[src/rtl/nfwa_pkg.sv]
package nfwa_pkg;

  localparam int CELL_COUNT_DEF = 1024;
  localparam int WORD_W         = 32;
  localparam int FIELD_ADDR_W   = 10;

  typedef enum logic [1:0] {
    REQ_ALLOC = 2'd0,
    REQ_FREE  = 2'd1,
    REQ_READ  = 2'd2
  } req_kind_t;

  typedef enum logic [1:0] {
    ST_CLEAR,
    ST_IDLE,
    ST_SCAN,
    ST_READ
  } state_t;

  // one request as seen by the sequencer
  typedef struct packed {
    logic                    accept;
    req_kind_t               kind;
    logic [WORD_W-1:0]       word;
    logic [FIELD_ADDR_W-1:0] addr;
  } req_t;

  // one result, valid for a single cycle
  typedef struct packed {
    logic                    valid;
    logic                    ok;
    logic [FIELD_ADDR_W-1:0] addr;
    logic [WORD_W-1:0]       value;
  } res_t;

endpackage

[src/rtl/nfwa_ctrl.sv]
module nfwa_ctrl #(
  parameter int CELL_COUNT = nfwa_pkg::CELL_COUNT_DEF,
  parameter int ADDR_W     = $clog2(CELL_COUNT)
) (
  input  logic                      clk,
  input  logic                      rst_n,
  input  nfwa_pkg::req_t            req,
  output logic                      busy,
  output logic                      ram_we,
  output logic [ADDR_W-1:0]         ram_waddr,
  output logic [nfwa_pkg::WORD_W-1:0] ram_wdata,
  output logic [ADDR_W-1:0]         ram_raddr,
  input  logic [nfwa_pkg::WORD_W-1:0] ram_rdata,
  output nfwa_pkg::res_t            res
);
  import nfwa_pkg::*;

  localparam int EXT_W = ADDR_W + FIELD_ADDR_W;
  localparam logic [ADDR_W-1:0] LAST = ADDR_W'(CELL_COUNT - 1);

  state_t            state_r, state_nxt;
  logic [ADDR_W-1:0] cursor_r, cursor_nxt;
  logic [ADDR_W-1:0] ptr_r, ptr_nxt;       // next cell to read
  logic [ADDR_W-1:0] chk_pos_r, chk_pos_nxt; // cell whose data is on rdata
  logic [ADDR_W-1:0] chk_cnt_r, chk_cnt_nxt; // also the clear pass index
  logic [WORD_W-1:0] word_r, word_nxt;

  logic [EXT_W-1:0]  req_addr_ext;
  logic [ADDR_W-1:0] req_cell;
  logic              req_in_range;
  logic [EXT_W-1:0]  chk_pos_ext;

  function automatic logic [ADDR_W-1:0] wrap_inc(input logic [ADDR_W-1:0] p);
    wrap_inc = (p == LAST) ? '0 : p + 1'b1;
  endfunction

  assign req_addr_ext = {{ADDR_W{1'b0}}, req.addr};
  assign req_cell     = req_addr_ext[ADDR_W-1:0];
  assign req_in_range = req_addr_ext < EXT_W'(CELL_COUNT);
  assign chk_pos_ext  = {{FIELD_ADDR_W{1'b0}}, chk_pos_r};

  assign busy = (state_r != ST_IDLE);

  always_ff @(posedge clk) begin
    if (!rst_n) begin
      state_r   <= ST_CLEAR;
      cursor_r  <= '0;
      chk_cnt_r <= '0;
    end else begin
      state_r   <= state_nxt;
      cursor_r  <= cursor_nxt;
      chk_cnt_r <= chk_cnt_nxt;
    end
  end

  always_ff @(posedge clk) begin
    ptr_r     <= ptr_nxt;
    chk_pos_r <= chk_pos_nxt;
    word_r    <= word_nxt;
  end

  always_comb begin
    state_nxt   = state_r;
    cursor_nxt  = cursor_r;
    ptr_nxt     = ptr_r;
    chk_pos_nxt = chk_pos_r;
    chk_cnt_nxt = chk_cnt_r;
    word_nxt    = word_r;
    ram_we      = 1'b0;
    ram_waddr   = chk_pos_r;
    ram_wdata   = word_r;
    ram_raddr   = ptr_r;
    res         = '0;

    unique case (state_r)
      ST_CLEAR: begin
        ram_we      = 1'b1;
        ram_waddr   = chk_cnt_r;
        ram_wdata   = '0;
        chk_cnt_nxt = chk_cnt_r + 1'b1;
        if (chk_cnt_r == LAST) begin
          chk_cnt_nxt = '0;
          state_nxt   = ST_IDLE;
        end
      end
      ST_IDLE: begin
        ram_raddr = cursor_r;
        if (req.accept) begin
          unique case (req.kind)
            REQ_ALLOC: begin
              ptr_nxt     = wrap_inc(cursor_r);
              chk_pos_nxt = cursor_r;
              chk_cnt_nxt = '0;
              word_nxt    = req.word;
              state_nxt   = ST_SCAN;
            end
            REQ_FREE: begin
              res.valid = 1'b1;
              res.ok    = req_in_range;
              ram_we    = req_in_range;
              ram_waddr = req_cell;
              ram_wdata = '0;
            end
            REQ_READ: begin
              ram_raddr = req_cell;
              if (req_in_range) begin
                state_nxt = ST_READ;
              end else begin
                res.valid = 1'b1;
              end
            end
            default: begin
              res.valid = 1'b1;
            end
          endcase
        end
      end
      ST_SCAN: begin
        if (ram_rdata == '0) begin
          ram_we     = 1'b1;
          cursor_nxt = chk_pos_r;
          res.valid  = 1'b1;
          res.ok     = 1'b1;
          res.addr   = chk_pos_ext[FIELD_ADDR_W-1:0];
          state_nxt  = ST_IDLE;
        end else if (chk_cnt_r == LAST) begin
          res.valid = 1'b1;
          state_nxt = ST_IDLE;
        end else begin
          chk_cnt_nxt = chk_cnt_r + 1'b1;
          chk_pos_nxt = ptr_r;
          ptr_nxt     = wrap_inc(ptr_r);
        end
      end
      ST_READ: begin
        res.valid = 1'b1;
        res.ok    = 1'b1;
        res.value = ram_rdata;
        state_nxt = ST_IDLE;
      end
      default: begin
        state_nxt = ST_IDLE;
      end
    endcase
  end

`ifndef NO_ASSERTIONS
  a_no_result_in_clear: assert property (@(posedge clk) disable iff (!rst_n)
    state_r == ST_CLEAR |-> !res.valid)
    else $error("result during clearing pass");

  a_alloc_enters_scan: assert property (@(posedge clk) disable iff (!rst_n)
    state_r == ST_IDLE && req.accept && req.kind == REQ_ALLOC |=> state_r == ST_SCAN)
    else $error("allocate did not start a scan");

  a_alloc_hits_free: assert property (@(posedge clk) disable iff (!rst_n)
    state_r == ST_SCAN && res.valid && res.ok |-> ram_we && ram_rdata == '0)
    else $error("allocate stored into a used cell");

  a_fail_after_full_scan: assert property (@(posedge clk) disable iff (!rst_n)
    state_r == ST_SCAN && res.valid && !res.ok |-> chk_cnt_r == LAST)
    else $error("allocate failed before visiting every cell");
`endif

endmodule

[config.mk]
export PLATFORM = sky130hd
export DESIGN_NAME = nfwa_ctrl
export DESIGN_NICKNAME = d
export VERILOG_FILES = /design/src/rtl/nfwa_pkg.sv /design/src/rtl/nfwa_ctrl.sv
export SDC_FILE = /design/constraint.sdc
export NUM_CORES = 1
export LEC_CHECK = 0
export ABC_AREA = 1
export BUFFER_PORTS_ARGS = -buffer_cell sky130_fd_sc_hd__buf_2
export CAP_MARGIN = 20
export CORE_UTILIZATION = 50
export DETAILED_ROUTE_END_ITERATION = 6
export GPL_ROUTABILITY_DRIVEN = 1
export GPL_TIMING_DRIVEN = 0
export PLACE_DENSITY = 0.82
export SYNTH_ARGS = -nofsm -noshare
export SYNTH_HDL_FRONTEND = slang
export SYNTH_SLANG_ARGS = --single-unit
[constraint.sdc]
create_clock -name clk -period 3.8 [get_ports clk]
set_input_delay 0.76 -clock clk [delete_from_list [all_inputs] [get_ports clk]]
set_output_delay 0.76 -clock clk [all_outputs]
set_load 0.01 [all_outputs]
==> impl_metrics.py <==
metrics = {
    "status": {
        "outcome": "finished clean",
    },
    "clocking": {
        "post_cts_buffers": 0,
        "tritoncts": "done",
        "post_cts_resized": 0,
        "cts_sinks": 74,
        "cts.reportedPaths.clkPinSlew_ns": 0.08,
        "cts_htree_levels": 3,
        "clock_path_buffers": 2,
        "hold_buffers": 0,
        "cts_made_buffers": 9,
        "clock_latency_ns": 0.36,
        "root_buffer": "clkbuf_8",
    },
    "synthesis": {
        "synth_common_cells": "nand2_1 (176), inv_1 (91), nor2_1 (77)",
        "synth.most_common_cell": "nand2_1",
        "synth_xor_area_share_pct": 1.54,
        "synthCells": 638,
        "synthAdderAreaFrac_pct": 2.20,
        "synth_edf_count": 52,
        "synth_top_cell_by_area": "edfxtp_1",
        "synth_top_area_share_pct": 34.3,
        "synth_top_family_by_area": "simple AND/OR/NAND/NOR gates",
        "async_flop_share_pct": 0,
        "netlist_area_um2": 4550,
        "synth-compound-area-share_pct": 14.7,
        "syn-num-nets": 725,
        "synth_seq_cells": 74,
        "synth_cell_types": 34,
        "synthSimpleGateAreaFrac_pct": 27.0,
        "ys_seq_area_share_pct": 44.0,
        "synth_flop_cell": "edfxtp_1",
        "synthMuxAreaShare_pct": 0,
        "synth_area_per_cell_um2": 7.13,
        "synth_top_cells_by_area": "edfxtp_1 (34%), nand2_1 (15%), dfxtp_1 (9.7%)",
        "yosysWarnings": 0,
    },
    "sta": {
        "tightest_slew_ns": 0.764,
        "finalHoldViolCount": 0,
        "finalSetupViolCount": 0,
        "fin_crit_ns": 3.01,
        "slew_viol_final": 0,
        "max_slew_margin_pct": 49.0,
        "whs_ns": 0.475,
        "fmax_ghz": 0.332,
        "grt_setup_unrepaired": "false",
        "min_period_over_period_pct": 79.3,
        "finalClockSkew_ns": 0.0130,
    },
    "critical_path": {
        "r2r_slack_ns": 1.38,
        "r2r-end": "ptr_r[4]",
        "crit_fanout": 10,
        "rr_startpoint": "state_r[1]",
        "endpoint_kind": "output port",
        "crit_path_start_kind": "flop",
        "arrival_ns": 2.25,
        "ff2ff_path_depth": 6,
        "required_ns": 3.04,
        "critPathKind": "flop to output port",
    },
    "finish": {
        "n_antenna_cell": 0,
        "fillers": 752,
        "syn_to_final_growth_pct": 28.2,
        "final_layout_size_suffix_gt1_share_pct": 25.7,
        "final_area_um2": 5830,
        "num-nets-final": 913,
    },
    "die": {
        "start_util_pct": 51.9,
        "fp.coreArea_um2": 8760,
        "pin_count": 177,
        "die_height_um": 97.4,
        "fp.dieW_um": 97.4,
        "core.rowCount": 34,
        "die-area_um2": 9490,
    },
    "global_route": {
        "grt_max_degree": 21,
        "grt_pass1_wl_mm": 21.2,
        "grt_pass1_vias": 4546,
        "grt_overflow_total": 0,
        "grtUsageTotal_pct": 27.8,
        "antenna_found_initial": 0,
    },
    "routing": {
        "drc": 0,
        "finalWirelength_mm": 13.2,
        "routed_via_density": 5.29,
        "drt_iter0_drc": 288,
        "drt-wirelength-per-cell_um": 14.1,
        "drt-pass1-iter-count": 5,
        "vias": 4964,
        "drtAntennaViolNets": 0,
    },
    "run": {
        "drv_cap": 0,
    },
    "placed_design": {
        "port_buffers": 175,
        "gp_congestion": 0.940,
        "placed_cell_area_um2": 5620,
        "dp_hpwl_mm": 10.2,
    },
    "worst_hold_path": {
        "hold_start": "cursor_r[8]",
        "hold_path_depth": 2,
        "min_to": "cursor_r[8]",
        "hp-class": "flop to flop",
    },
    "power_and_ir_drop": {
        "power.density_nw_per_um2": 415,
        "p_total_mw": 2.42,
        "peakVddDrop_uv": 343,
        "leakage_nw": 3.03,
    },
}
## per-stage QoR
step	utilization [%]	std cells	setup slack, ns	TNS, ns
finish	66.6	938	0.788	0
global route	66.6	938	0.592	0
CTS	66.6	938	0.834	0
detailed placement	64.1	923	0.891	0
global placement	63.5	921	-0.529	-10.57
floorplan	-	638	0.558	0
## report_power, final
part	internal, mW	leakage (nW)	switching (mW)
Combinational	0.255	2.28	0.474
Sequential	0.948	0.649	0.0571
Clock	0.368	0.106	0.317
Total	1.57	3.03	0.848
## metal layers
layer	up-vias	share of wire [%]	track usage, %
met2	284	49	47.3
met4	0	4.0	15.0
met5	-	0	0
met3	46	8.4	4.60
met1	2199	39	33.6
li1	2435	-	-
## worst max path at each step
stage | depth (start not counted) | slack (ns) | from | endpoint
3_5_place_dp | 11 | 0.89 | ram_rdata[26] | res[39]
5_1_grt | 9 | 0.59 | state_r[1] | ram_wdata[10]
6_report | 8 | 0.79 | state_r[1] | ram_waddr[5]
3_3_place_gp | 9 | -0.53 | ram_rdata[31] | ptr_r[2]
2_1_floorplan | 8 | 0.56 | ram_rdata[31] | chk_pos_r[0]
4_1_cts | 8 | 0.83 | state_r[1] | ram_waddr[9]
## cell families after synthesis
group | Yosys count
buffers and inverters | 125
and+or+nand+nor | 299
DFF | 74
adders and majority gates | 8
AOI/OAI and AO/OA | 124
xor gates and xnor gates | 8
## critical path, stage by stage (launching register included)
cell and delay [ns]:
dfxtp_1 0.44, inv_1 0.10, ha_1 0.29, inv_2 0.14, buf_1 0.39, a21oi_1 0.09, o21ai_0 0.10, o221ai_1 0.17
buf_2 0.18
## cell usage in the layout, fill, tap and decap left out, types with 2 or more instances in the layout
cell and n:
nand2_1 176, nor2_1 76, nor2_4 2, nor2_2 3, o21ai_0 45, o21ai_1 13, buf_2 176, a31oi_1 3
clkbuf_1 22, clkbuf_8 9, bufinv_16 2, nand4_1 8, nor3_1 3, a21oi_1 49, inv_2 7, ha_1 8
edfxtp_1 52, nand3_1 26, xor2_1 7, dfxtp_1 22, o221ai_1 8, nand2_2 2, a22oi_1 2, inv_1 91
## area by class of cell
cell class | instances | area, um^2 | share of cell area (%)
multi-input cells | 439 | 2080 | 35.7
plain buffers | 26 | 110 | 1.89
well taps | 108 | 135 | 2.32
flip-flops and latches | 74 | 2000 | 34.3
repair buffers | 177 | 918 | 15.7
clock buffers | 9 | 124 | 2.12
clock inverters | 6 | 90.1 | 1.54
inverters | 99 | 372 | 6.37
## registers in the layout, summed over array words and instances, names as in the netlist
register	flops
chk_pos_r	10
chk_cnt_r	10
word_r	32
cursor_r	10
ptr_r	10
state_r	2
No activity file was read; power rests on OpenSTA's default activity.
